[src/rtl/sensor_poll_motion_tilt_qualifier_core_macros.svh]
// Assertion macros shared by the sensor poll qualifier RTL.
`ifndef SENSOR_POLL_MOTION_TILT_QUALIFIER_CORE_MACROS_SVH
`define SENSOR_POLL_MOTION_TILT_QUALIFIER_CORE_MACROS_SVH

// Same-cycle implication, checked outside reset.
`define SPMTQ_ASSERT_IMPL(label, ante, cons) \
	label: assert property (@(posedge clk) disable iff (!arst_n) (ante) |-> (cons)) \
		else $error("spmtq: same-cycle check failed");

// Next-cycle implication, checked outside reset.
`define SPMTQ_ASSERT_NEXT(label, ante, cons) \
	label: assert property (@(posedge clk) disable iff (!arst_n) (ante) |=> (cons)) \
		else $error("spmtq: next-cycle check failed");

`endif

[src/rtl/spmtq_pkg.sv]
// Shared types and constants for the sensor poll qualifier.
package spmtq_pkg;

	localparam int ADC_BITS_DEF = 12;

	// Register indexes on the configuration port
	localparam int CFG_IDX_W = 2;
	localparam logic [CFG_IDX_W-1:0] REG_FLAT_LEVEL = 2'd0;
	localparam logic [CFG_IDX_W-1:0] REG_TOL_MOVING = 2'd1;
	localparam logic [CFG_IDX_W-1:0] REG_TOL_STILL  = 2'd2;

	// Register reset values
	localparam int FLAT_LEVEL_RST = 2048;
	localparam int TOL_MOVING_RST = 32;
	localparam int TOL_STILL_RST  = 64;

	// Tilt band half-widths around the flat level
	localparam int TILT_NEAR = 'h50;
	localparam int TILT_MID  = 'hF0;
	localparam int TILT_FAR  = 'h190;

	// Event codes: opened / motion started, closed / motion stopped
	typedef enum logic [1:0] {
		EV_NONE = 2'd0,
		EV_RISE = 2'd1,
		EV_FALL = 2'd2
	} ev_code_t;

	// Status part of one result, door_event in the lowest bits
	typedef struct packed {
		logic       tilt_changed;
		logic [2:0] tilt_leds;
		logic       open_indicator;
		logic       is_moving;
		logic       window_is_open;
		logic       door_is_open;
		ev_code_t   motion_event;
		ev_code_t   window_event;
		ev_code_t   door_event;
	} status_t;

endpackage

[src/rtl/spmtq_cfg.sv]
// Configuration registers: flat level and the two motion tolerances.
module spmtq_cfg #(
	parameter int ADC_BITS = spmtq_pkg::ADC_BITS_DEF
) (
	input  logic                               clk,
	input  logic                               arst_n,
	input  logic                               wr_en,
	input  logic [spmtq_pkg::CFG_IDX_W-1:0]    index,
	input  logic [ADC_BITS-1:0]                data,
	output logic [ADC_BITS-1:0]                flat_level,
	output logic [ADC_BITS-1:0]                tol_moving,
	output logic [ADC_BITS-1:0]                tol_still
);
	import spmtq_pkg::*;

	logic [ADC_BITS-1:0] flat_q;
	logic [ADC_BITS-1:0] tol_moving_q;
	logic [ADC_BITS-1:0] tol_still_q;

	always_ff @(posedge clk or negedge arst_n) begin
		if (!arst_n) begin
			flat_q       <= ADC_BITS'(FLAT_LEVEL_RST);
			tol_moving_q <= ADC_BITS'(TOL_MOVING_RST);
			tol_still_q  <= ADC_BITS'(TOL_STILL_RST);
		end else if (wr_en) begin
			// indexes past the list are dropped
			unique case (index)
				REG_FLAT_LEVEL: flat_q       <= data;
				REG_TOL_MOVING: tol_moving_q <= data;
				REG_TOL_STILL:  tol_still_q  <= data;
				default: ;
			endcase
		end
	end

	assign flat_level = flat_q;
	assign tol_moving = tol_moving_q;
	assign tol_still  = tol_still_q;

endmodule

[src/rtl/spmtq_qual.sv]
// Poll evaluation: switch edges, motion hysteresis and confirmation, tilt bands.
module spmtq_qual #(
	parameter int ADC_BITS = spmtq_pkg::ADC_BITS_DEF
) (
	input  logic                  clk,
	input  logic                  arst_n,
	input  logic                  advance,
	input  logic                  door,
	input  logic                  window,
	input  logic [ADC_BITS-1:0]   accel_x,
	input  logic [ADC_BITS-1:0]   accel_y,
	input  logic [ADC_BITS-1:0]   accel_z,
	input  logic [ADC_BITS-1:0]   flat_level,
	input  logic [ADC_BITS-1:0]   tol_moving,
	input  logic [ADC_BITS-1:0]   tol_still,
	output spmtq_pkg::status_t    status
);
	import spmtq_pkg::*;

	// Wide enough for flat level plus the widest band without wrap
	localparam int CW = ((ADC_BITS > 9) ? ADC_BITS : 9) + 1;

	logic prev_door_q, prev_window_q;
	logic door_open_q, window_open_q, open_led_q, moving_q;
	logic [ADC_BITS-1:0] last_x_q, last_y_q, last_z_q;
	logic hist_new_q, hist_old_q;
	logic [2:0] tilt_q;

	logic door_rise, door_fall, win_rise, win_fall;
	logic door_open_d, window_open_d, open_led_d, moving_d;
	logic [ADC_BITS-1:0] tol, dx, dy, dz;
	logic raw;
	logic stop_hit, start_hit;
	logic [CW-1:0] y_w, f_w;
	logic [2:0] leds;
	ev_code_t door_ev, win_ev, motion_ev;

	always_comb begin
		door_rise = door & ~prev_door_q;
		door_fall = ~door & prev_door_q;
		win_rise  = window & ~prev_window_q;
		win_fall  = ~window & prev_window_q;

		door_ev       = door_rise ? EV_RISE : (door_fall ? EV_FALL : EV_NONE);
		win_ev        = win_rise ? EV_RISE : (win_fall ? EV_FALL : EV_NONE);
		door_open_d   = door_rise | (door_open_q & ~door_fall);
		window_open_d = win_rise | (window_open_q & ~win_fall);

		// window edge wins over a door edge in the same poll
		priority if (win_rise)  open_led_d = 1'b1;
		else if (win_fall)      open_led_d = 1'b0;
		else if (door_rise)     open_led_d = 1'b1;
		else if (door_fall)     open_led_d = 1'b0;
		else                    open_led_d = open_led_q;
	end

	// Raw motion against the hysteresis tolerance
	always_comb begin
		tol = moving_q ? tol_moving : tol_still;
		dx  = (accel_x > last_x_q) ? accel_x - last_x_q : last_x_q - accel_x;
		dy  = (accel_y > last_y_q) ? accel_y - last_y_q : last_y_q - accel_y;
		dz  = (accel_z > last_z_q) ? accel_z - last_z_q : last_z_q - accel_z;
		raw = (dx > tol) | (dy > tol) | (dz > tol);

		// stop on 1,0,0 while moving, start on 0,1,1 while still
		stop_hit  = hist_old_q & ~hist_new_q & ~raw & moving_q;
		start_hit = ~hist_old_q & hist_new_q & raw & ~moving_q;
		moving_d  = start_hit | (moving_q & ~stop_hit);
		motion_ev = stop_hit ? EV_FALL : (start_hit ? EV_RISE : EV_NONE);
	end

	// Tilt bands, lower bound tested as y + band < flat to avoid wrap
	always_comb begin
		y_w = CW'(accel_y);
		f_w = CW'(flat_level);
		leds[0] = (y_w + CW'(TILT_FAR) < f_w)  | (y_w > f_w + CW'(TILT_NEAR));
		leds[1] = (y_w + CW'(TILT_MID) < f_w)  | (y_w > f_w + CW'(TILT_MID));
		leds[2] = (y_w + CW'(TILT_NEAR) < f_w) | (y_w > f_w + CW'(TILT_FAR));
	end

	always_ff @(posedge clk or negedge arst_n) begin
		if (!arst_n) begin
			prev_door_q   <= 1'b0;
			prev_window_q <= 1'b0;
			door_open_q   <= 1'b0;
			window_open_q <= 1'b0;
			open_led_q    <= 1'b0;
			moving_q      <= 1'b0;
			last_x_q      <= '0;
			last_y_q      <= '0;
			last_z_q      <= '0;
			hist_new_q    <= 1'b0;
			hist_old_q    <= 1'b0;
			tilt_q        <= '0;
		end else if (advance) begin
			prev_door_q   <= door;
			prev_window_q <= window;
			door_open_q   <= door_open_d;
			window_open_q <= window_open_d;
			open_led_q    <= open_led_d;
			moving_q      <= moving_d;
			last_x_q      <= accel_x;
			last_y_q      <= accel_y;
			last_z_q      <= accel_z;
			hist_new_q    <= raw;
			hist_old_q    <= hist_new_q;
			tilt_q        <= leds;
		end
	end

	always_comb begin
		status.door_event     = door_ev;
		status.window_event   = win_ev;
		status.motion_event   = motion_ev;
		status.door_is_open   = door_open_d;
		status.window_is_open = window_open_d;
		status.is_moving      = moving_d;
		status.open_indicator = open_led_d;
		status.tilt_leds      = leds;
		status.tilt_changed   = (leds != tilt_q);
	end

endmodule

[src/rtl/sensor_poll_motion_tilt_qualifier_core.sv]
// Sensor poll qualifier top level: input stage, evaluation, result stage.
//
// Usage:
//   One poll sample enters on the s_axis channel per transfer and one status
//   result leaves on the m_axis channel for every poll, in order.
//   Configuration (flat level, moving and still tolerances) is written through
//   cfg_wr_en / cfg_index / cfg_data while no poll is in flight; writes to an
//   index past the register list are dropped.
// Flow and throughput:
//   A poll accepted into the input stage is held there and evaluated while
//   the result stage is free or draining; its result is registered into the
//   result stage and shows on m_axis. One poll per cycle is sustained while
//   m_tready stays high; a single evaluation pass lies between the input and
//   result stages.
// Reset:
//   arst_n clears both stages, all switch, motion and tilt history and loads
//   the register defaults (flat 2048, tolerances 32 and 64).
// Stall:
//   While m_tready is low the result is held and one more poll may still be
//   taken into the input stage; s_tready then drops until the result leaves.
module sensor_poll_motion_tilt_qualifier_core #(
	parameter int ADC_BITS = spmtq_pkg::ADC_BITS_DEF
) (
	input  logic                                  clk,
	input  logic                                  arst_n,
	// fields from bit 0: door_switch, window_switch, accel_x, accel_y, accel_z,
	// pot_level, zero fill
	input  logic                                  s_tvalid,
	output logic                                  s_tready,
	input  logic [((2 + 4 * ADC_BITS + 7) / 8) * 8 - 1:0] s_tdata,
	// fields from bit 0: door_event, window_event, motion_event, door_is_open,
	// window_is_open, is_moving, open_indicator, tilt_leds, tilt_changed,
	// light_level, zero fill
	output logic                                  m_tvalid,
	input  logic                                  m_tready,
	output logic [((14 + ADC_BITS + 7) / 8) * 8 - 1:0] m_tdata,
	input  logic                                  cfg_wr_en,
	input  logic [spmtq_pkg::CFG_IDX_W-1:0]       cfg_index,
	input  logic [ADC_BITS-1:0]                   cfg_data
);
	import spmtq_pkg::*;

	`include "sensor_poll_motion_tilt_qualifier_core_macros.svh"

	localparam int OUT_TW = ((14 + ADC_BITS + 7) / 8) * 8;

	logic                valid_s1;
	logic                door_s1, window_s1;
	logic [ADC_BITS-1:0] x_s1, y_s1, z_s1, pot_s1;
	logic                valid_s2;
	status_t             status_s2;
	logic [ADC_BITS-1:0] light_s2;

	logic                advance;
	status_t             status_d;
	logic [ADC_BITS-1:0] flat_level, tol_moving, tol_still;

	// evaluate the held poll when the result stage is free or draining
	assign advance  = valid_s1 & (~valid_s2 | m_tready);
	assign s_tready = ~valid_s1 | advance;

	always_ff @(posedge clk or negedge arst_n) begin
		if (!arst_n) begin
			valid_s1 <= 1'b0;
		end else if (s_tready) begin
			valid_s1 <= s_tvalid;
		end
	end

	always_ff @(posedge clk) begin
		if (s_tvalid && s_tready) begin
			door_s1   <= s_tdata[0];
			window_s1 <= s_tdata[1];
			x_s1      <= s_tdata[2 +: ADC_BITS];
			y_s1      <= s_tdata[2 + ADC_BITS +: ADC_BITS];
			z_s1      <= s_tdata[2 + 2 * ADC_BITS +: ADC_BITS];
			pot_s1    <= s_tdata[2 + 3 * ADC_BITS +: ADC_BITS];
		end
	end

	spmtq_cfg #(
		.ADC_BITS(ADC_BITS)
	) u_cfg (
		.clk        (clk),
		.arst_n     (arst_n),
		.wr_en      (cfg_wr_en),
		.index      (cfg_index),
		.data       (cfg_data),
		.flat_level (flat_level),
		.tol_moving (tol_moving),
		.tol_still  (tol_still)
	);

	spmtq_qual #(
		.ADC_BITS(ADC_BITS)
	) u_qual (
		.clk        (clk),
		.arst_n     (arst_n),
		.advance    (advance),
		.door       (door_s1),
		.window     (window_s1),
		.accel_x    (x_s1),
		.accel_y    (y_s1),
		.accel_z    (z_s1),
		.flat_level (flat_level),
		.tol_moving (tol_moving),
		.tol_still  (tol_still),
		.status     (status_d)
	);

	always_ff @(posedge clk or negedge arst_n) begin
		if (!arst_n) begin
			valid_s2 <= 1'b0;
		end else if (advance) begin
			valid_s2 <= 1'b1;
		end else if (m_tready) begin
			valid_s2 <= 1'b0;
		end
	end

	always_ff @(posedge clk) begin
		if (advance) begin
			status_s2 <= status_d;
			light_s2  <= pot_s1;
		end
	end

	assign m_tvalid = valid_s2;
	assign m_tdata  = OUT_TW'({light_s2, status_s2});

	`SPMTQ_ASSERT_IMPL(a_stall_only_when_full, !s_tready, valid_s1 && valid_s2 && !m_tready)
	`SPMTQ_ASSERT_NEXT(a_advance_fills_result, advance, m_tvalid)
	`SPMTQ_ASSERT_IMPL(a_start_sets_moving, m_tvalid && status_s2.motion_event == EV_RISE, status_s2.is_moving)
	`SPMTQ_ASSERT_IMPL(a_door_open_sets_flag, m_tvalid && status_s2.door_event == EV_RISE, status_s2.door_is_open)

endmodule
[config.mk]
export PLATFORM = sky130hd
export DESIGN_NAME = sensor_poll_motion_tilt_qualifier_core
export DESIGN_NICKNAME = d
export VERILOG_FILES = /design/src/rtl/spmtq_pkg.sv /design/src/rtl/spmtq_cfg.sv /design/src/rtl/spmtq_qual.sv /design/src/rtl/sensor_poll_motion_tilt_qualifier_core.sv
export VERILOG_INCLUDE_DIRS = /design/src /design/src/rtl
export SDC_FILE = /design/constraint.sdc
export NUM_CORES = 1
export LEC_CHECK = 0
export ABC_AREA = 1
export BUFFER_PORTS_ARGS = -buffer_cell sky130_fd_sc_hd__clkbuf_2
export CORE_ASPECT_RATIO = 0.6
export CORE_MARGIN = 5
export CORE_UTILIZATION = 40
export DETAILED_ROUTE_END_ITERATION = 16
export GPL_ROUTABILITY_DRIVEN = 1
export GPL_TIMING_DRIVEN = 0
export HOLD_SLACK_MARGIN = 0.02
export SYNTH_ARGS = -nofsm -noshare
export SYNTH_HDL_FRONTEND = slang
export SYNTH_SLANG_ARGS = --single-unit
[constraint.sdc]
create_clock -name clk -period 8.4 [get_ports clk]
set_input_delay 0.84 -clock clk [delete_from_list [all_inputs] [get_ports clk]]
set_output_delay 0.84 -clock clk [all_outputs]
set_load 0.1 [all_outputs]
# After elaboration in Yosys (flattened, before gate mapping)
# Index checks and enable logic that the tools add are counted.
[word_totals]
regBits = 161
output_inout_bits = 34
in_bits = 75
wordCells = 116
[op_classes]
bitwise_logic = 37
n_eq_ne = 3
n_addsub = 12
magnitude_cmp = 12
mux = 13
reduce_logical = 6
[ops]
columns = ["op", "count"]
rows = [
  ["12-bit greater-than comparator", 6],
  ["12-bit subtractor", 6],
  ["12-bit two-way mux", 4],
  ["12-bit by 13-bit greater-than comparator with 1-bit output", 3],
  ["13-bit by 12-bit less-than comparator with 1-bit output", 3],
  ["12-bit by 7-bit adder with 13-bit output (second input constant)", 2],
  ["12-bit by 8-bit adder with 13-bit output (second input constant)", 2],
  ["12-bit by 9-bit adder with 13-bit output (second input constant)", 2],
  ["1-bit bitwise AND", 14],
  ["1-bit inverter", 13],
  ["1-bit bitwise OR", 10],
  ["1-bit two-way mux", 7],
  ["2-bit AND reduction", 3],
  ["2-bit two-way mux", 2],
  ["3-bit != test", 1],
  ["2-bit by 1-bit equality test with 1-bit output (second input constant)", 1],
  ["2-bit equality test (second input constant)", 1],
  ["2-bit zero test", 1],
  ["2-bit nonzero test", 1],
  ["1-bit logical AND", 1],
]

# Longest topological paths before layout
[depth]
word_depth = 11
depth_mapped = 29
ltp_nobuf = 28

# Modules after synthesis
# Synthesis repeated with hierarchy kept, for this count alone.
[hier_totals]
hier_cells = 1609
area_unflattened_um2 = 12600.8
[modules_own_cells]
columns = ["mod", "instances", "area_per_inst_um2", "cells_each", "seq_area_each_um2"]
rows = [
  ["spmtq_qual", 1, 8692.1, 1352, 1176.1],
  ["sensor_poll_motion_tilt_qualifier_core", 1, 2426.1, 95, 2332.2],
  ["spmtq_cfg", 1, 1482.7, 162, 904.6],
]

# Worst setup path before layout
# OpenSTA, ideal clock, no wires.
[synth_path]
path_type = "reg-to-reg"
startpoint = "register valid_s2 (netlist: m_tvalid)"
endpoint = "register door_s1 (enable)"
arrival_ns = 2.856
slack_ns = 5.063
required_time_ns = 7.919
path_buffers = 0
path_stages_with_launch = 4
setup_time_ns = 0.481
path_cell_list = "dfrtp_1 -> nand3_1 -> nand2_1 -> inv_1"
[synth_via]
elab_chain_len = 5
[synth_rtl]
columns = ["item", "line_no", "text"]
rows = [
  ["start: declaration", "sensor_poll_motion_tilt_qualifier_core.sv:50", "logic valid_s2;"],
  ["start signal: assignment", "sensor_poll_motion_tilt_qualifier_core.sv:113", "valid_s2 <= 1'b0;"],
  ["start signal: assignment", "sensor_poll_motion_tilt_qualifier_core.sv:115", "valid_s2 <= 1'b1;"],
  ["start signal: assignment", "sensor_poll_motion_tilt_qualifier_core.sv:117", "valid_s2 <= 1'b0;"],
  ["1-bit inverter", "sensor_poll_motion_tilt_qualifier_core.sv:59", "assign advance = valid_s1 & (~valid_s2 | m_tready);"],
  ["1-bit bitwise OR", "sensor_poll_motion_tilt_qualifier_core.sv:59", ""],
  ["1-bit bitwise AND", "sensor_poll_motion_tilt_qualifier_core.sv:59", ""],
  ["1-bit bitwise OR", "sensor_poll_motion_tilt_qualifier_core.sv:60", "assign s_tready = ~valid_s1 | advance;"],
  ["named net s_tready", "sensor_poll_motion_tilt_qualifier_core.sv:29", "output logic s_tready,"],
  ["1-bit logical AND", "sensor_poll_motion_tilt_qualifier_core.sv:71", "if (s_tvalid && s_tready) begin"],
  ["end signal: assignment", "sensor_poll_motion_tilt_qualifier_core.sv:72", "door_s1 <= s_tdata[0];"],
  ["end: declaration", "sensor_poll_motion_tilt_qualifier_core.sv:48", "logic door_s1, window_s1;"],
]
# The timed path passes the listed nets, and every way through them passes these cells.
# A chain may end at the register's enable or synchronous reset.

==> out/metrics.cfg <==
[worst_setup_path]
cp.required_ns=8.59
cp_num_buf_inv=4
crit_fanout=10
crit_type=reg -> reg
critPathLaunchType=flip-flop
path_delay_family=simple AND/OR/NAND/NOR gates
crit_top_cell=nand2_1
slowest_stage=fa_1
endpoint_kind=flip-flop
cp.arrival_ns=4.15
max_stage_delay_ns=0.44

[pwr]
power-per-cell-area_nw_per_um2=299
clockPowerShare=0.193
internal-power_mw=2.18
seq_power_share=0.257
p_sw_mw=2.03
power.leakage_nw=7.27
combPwrFrac=0.550
p_total_mw=4.21
switching_share=0.482
ir_worst_vdd_mv=0.201

[timing]
hold_viol=0
skew_ns=0.0163
period_minus_slack_ns=3.96
slew_viol_final=0
worst_pin_slew_ns=0.745
fin_crit_sh=0.472
fmax_mhz=252
hold_ws_ns=0.414
setup_viol=0
tns_ns=0
rsz0062_at_grt=no
slew_headroom=0.489
finalWorstSetupSlack_ns=4.44

[logic_synthesis]
synth.distinct_cells=44
synthCells=1572
netlist_area_um2=12300
ys.flop_type=dfrtp_1
ys_seq_elements=161
syn_avg_cell_area_um2=7.85
async_reset_ff_frac=0.528
synth_warnings=0
synth_edf_count=76
ys_seq_area_frac=0.357

[clocking]
h-tree-depth=4
post_cts_buffers=0
root_buffer=clkbuf_16
numCtsBuffers=17
cts_tree=built
clock_latency_ns=0.45
ctsResizeCount=0
clk_path_buf_depth=2
ctsHoldBuffers=0
cts.sinks=161
clk_pin_slew_ns=0.08

[route]
routed.top_layer=met4
m1WireLength_um=18000
wl_met2_um=12700
met3_length_um=2910
ant_nets=0
vias=10546
drt_first_iter_violations=955
wl_um=33900
routedWlPerCell_um=16.0
dr.pass1.iters=5
drc=0
vias_per_cell=4.98

[grt]
grt.overflow.total=0
grt_max_degree=53
grt_pass1_wl_um=53400
grt_use_total=0.194
antenna_found_initial=1
first_global_vias=9707

[die]
die-area_um2=34600
ios=109
core-area_um2=30200
num_rows=49
die_h_um=146
start_util=0.409
die_w_um=237

[min_path]
min_path_type=reg -> reg

[placed_design]
place_hpwl_um=27000
gp_congestion=0.951
dpl_worst_slack_ns=4.57
io_buffers=96

[layout]
fin_nets=1931
fin_util=0.466
syn_to_final_growth_pct=13.9
drive_gt1_frac=0.117
n_fill_cell=2997
n_antenna_cell=0

[flow_run]
drv_cap=0

[status]
status=completed

power by group through the flow:
stage          combinational, mW  sequential, mW  clock [mW]
6_report                    2.32            1.08       0.813
5_1_grt                     2.63            1.10       0.869
4_1_cts                     2.30            1.08       0.834
3_5_place_dp                2.28            1.10           0
3_3_place_gp                2.23            1.09           0
2_1_floorplan               1.58            1.24           0
worst paths after layout:
kind	from	to	slack, ns	cells after the start
setup / recovery	y_s1[0]	m_tdata[8]	4.44	25
hold / removal	pot_s1[10]	light_s2[10]	0.41	0
setup reg to reg	y_s1[0]	m_tdata[8]	4.44	25
hold reg to reg	pot_s1[10]	light_s2[10]	0.41	0
max in group asynchronous	arst_n	u_cfg.flat_level[11]	7.24	2
min in group asynchronous	arst_n	u_qual.last_y_q[8]	0.42	1
sequential cells by signal (all words and copies together), names as in the netlist, 3 cells and up:
signal            count
u_qual.last_x_q      12
u_cfg.tol_still      12
u_qual.tilt_q         3
u_cfg.flat_level     12
u_qual.last_z_q      12
m_tdata              14
pot_s1               12
x_s1                 12
y_s1                 12
u_cfg.tol_moving     12
light_s2             12
u_qual.last_y_q      12
z_s1                 12
synthesized netlist by cell type (2+ instances only):
cell type / n / area share
nor3_1: 8 / 0.0032
ha_1: 155 / 0.16
edfxtp_1: 76 / 0.18
dfstp_2: 3 / 0.0064
nand2_1: 408 / 0.12
nand3_1: 67 / 0.027
buf_4: 10 / 0.0061
xor2_1: 71 / 0.050
o211ai_1: 3 / 0.0018
o21bai_1: 6 / 0.0036
nand3_2: 2 / 0.0016
nor2_2: 5 / 0.0025
buf_6: 4 / 0.0036
nor3b_1: 2 / 0.0012
o21ai_2: 5 / 0.0035
and2_1: 2 / 0.0010
xnor2_1: 8 / 0.0057
nor2_1: 95 / 0.029
o21ai_1: 3 / 0.0012
o211ai_2: 2 / 0.0020
nand3b_1: 4 / 0.0024
clkbuf_1: 13 / 0.0040
a21oi_1: 93 / 0.038
buf_1: 2 / 0.00061
o21a_1: 7 / 0.0043
fa_1: 6 / 0.0097
buf_2: 10 / 0.0041
nand2_2: 14 / 0.0071
o21ai_0: 119 / 0.048
nand4_1: 11 / 0.0056
inv_2: 6 / 0.0018
mux2i_1: 11 / 0.0089
inv_1: 242 / 0.074
clkbuf_2: 3 / 0.0012
a21o_1: 6 / 0.0036
dfrtp_1: 82 / 0.17
through the flow:
step | area, um^2 | std cells
after global placement | 13400 | 2081
after detailed placement | 13400 | 2084
after global routing | 14100 | 2116
after CTS | 14100 | 2116
final | 14100 | 2116
after floorplan | 12400 | 1577
layout make-up:
cell class | instances | area, um^2 | share of cell area
multi-input combinational | 1125 | 6770 | 0.482
sequential | 161 | 4410 | 0.314
inverter | 249 | 935 | 0.0665
timing repair buffer | 99 | 558 | 0.0397
tap | 408 | 510 | 0.0363
clock buffer | 17 | 425 | 0.0303
buffer | 42 | 243 | 0.0173
clock inverter | 15 | 204 | 0.0145
cell families (layout without fill, tap and decap cells):
kind of cell | Yosys count | in the layout | share of synthesized area
buffers and inverters | 291 | 422 | 0.0953
AO/OA/AOI/OAI | 247 | 247 | 0.108
AND/OR/NAND/NOR | 621 | 621 | 0.207
XOR/XNOR | 79 | 79 | 0.0561
flip-flops | 161 | 161 | 0.357
other | 1 | 6 | 0.000304
multiplexers | 11 | 11 | 0.00892
adder cells (fa/ha/maj) | 161 | 161 | 0.167
routing by layer:
metal	track usage	vias to the layer above
met5	0	-
met4	0.0317	0
met3	0.0492	21
met2	0.253	336
met1	0.319	4898
li1	-	5291
placed cells by master, fill, tap and decap left out, types with 5 or more instances in the layout:
cell	n
mux2i_1	11
conb_1	6
clkbuf_1	12
nor3_1	8
a21o_1	6
clkinv_8	8
nand2_2	14
nor2_1	95
o21a_1	7
clkbuf_16	17
fa_1	6
clkbuf_2	99
inv_1	241
nor2_2	5
nand4_1	11
inv_2	7
buf_4	10
o21bai_1	6
nand2_1	408
edfxtp_1	76
xor2_1	71
nand3_1	67
o21ai_0	119
o21ai_2	5
ha_1	155
buf_2	10
a21oi_1	93
dfrtp_1	82
xnor2_1	8
(Power assumes the default switching activity.)
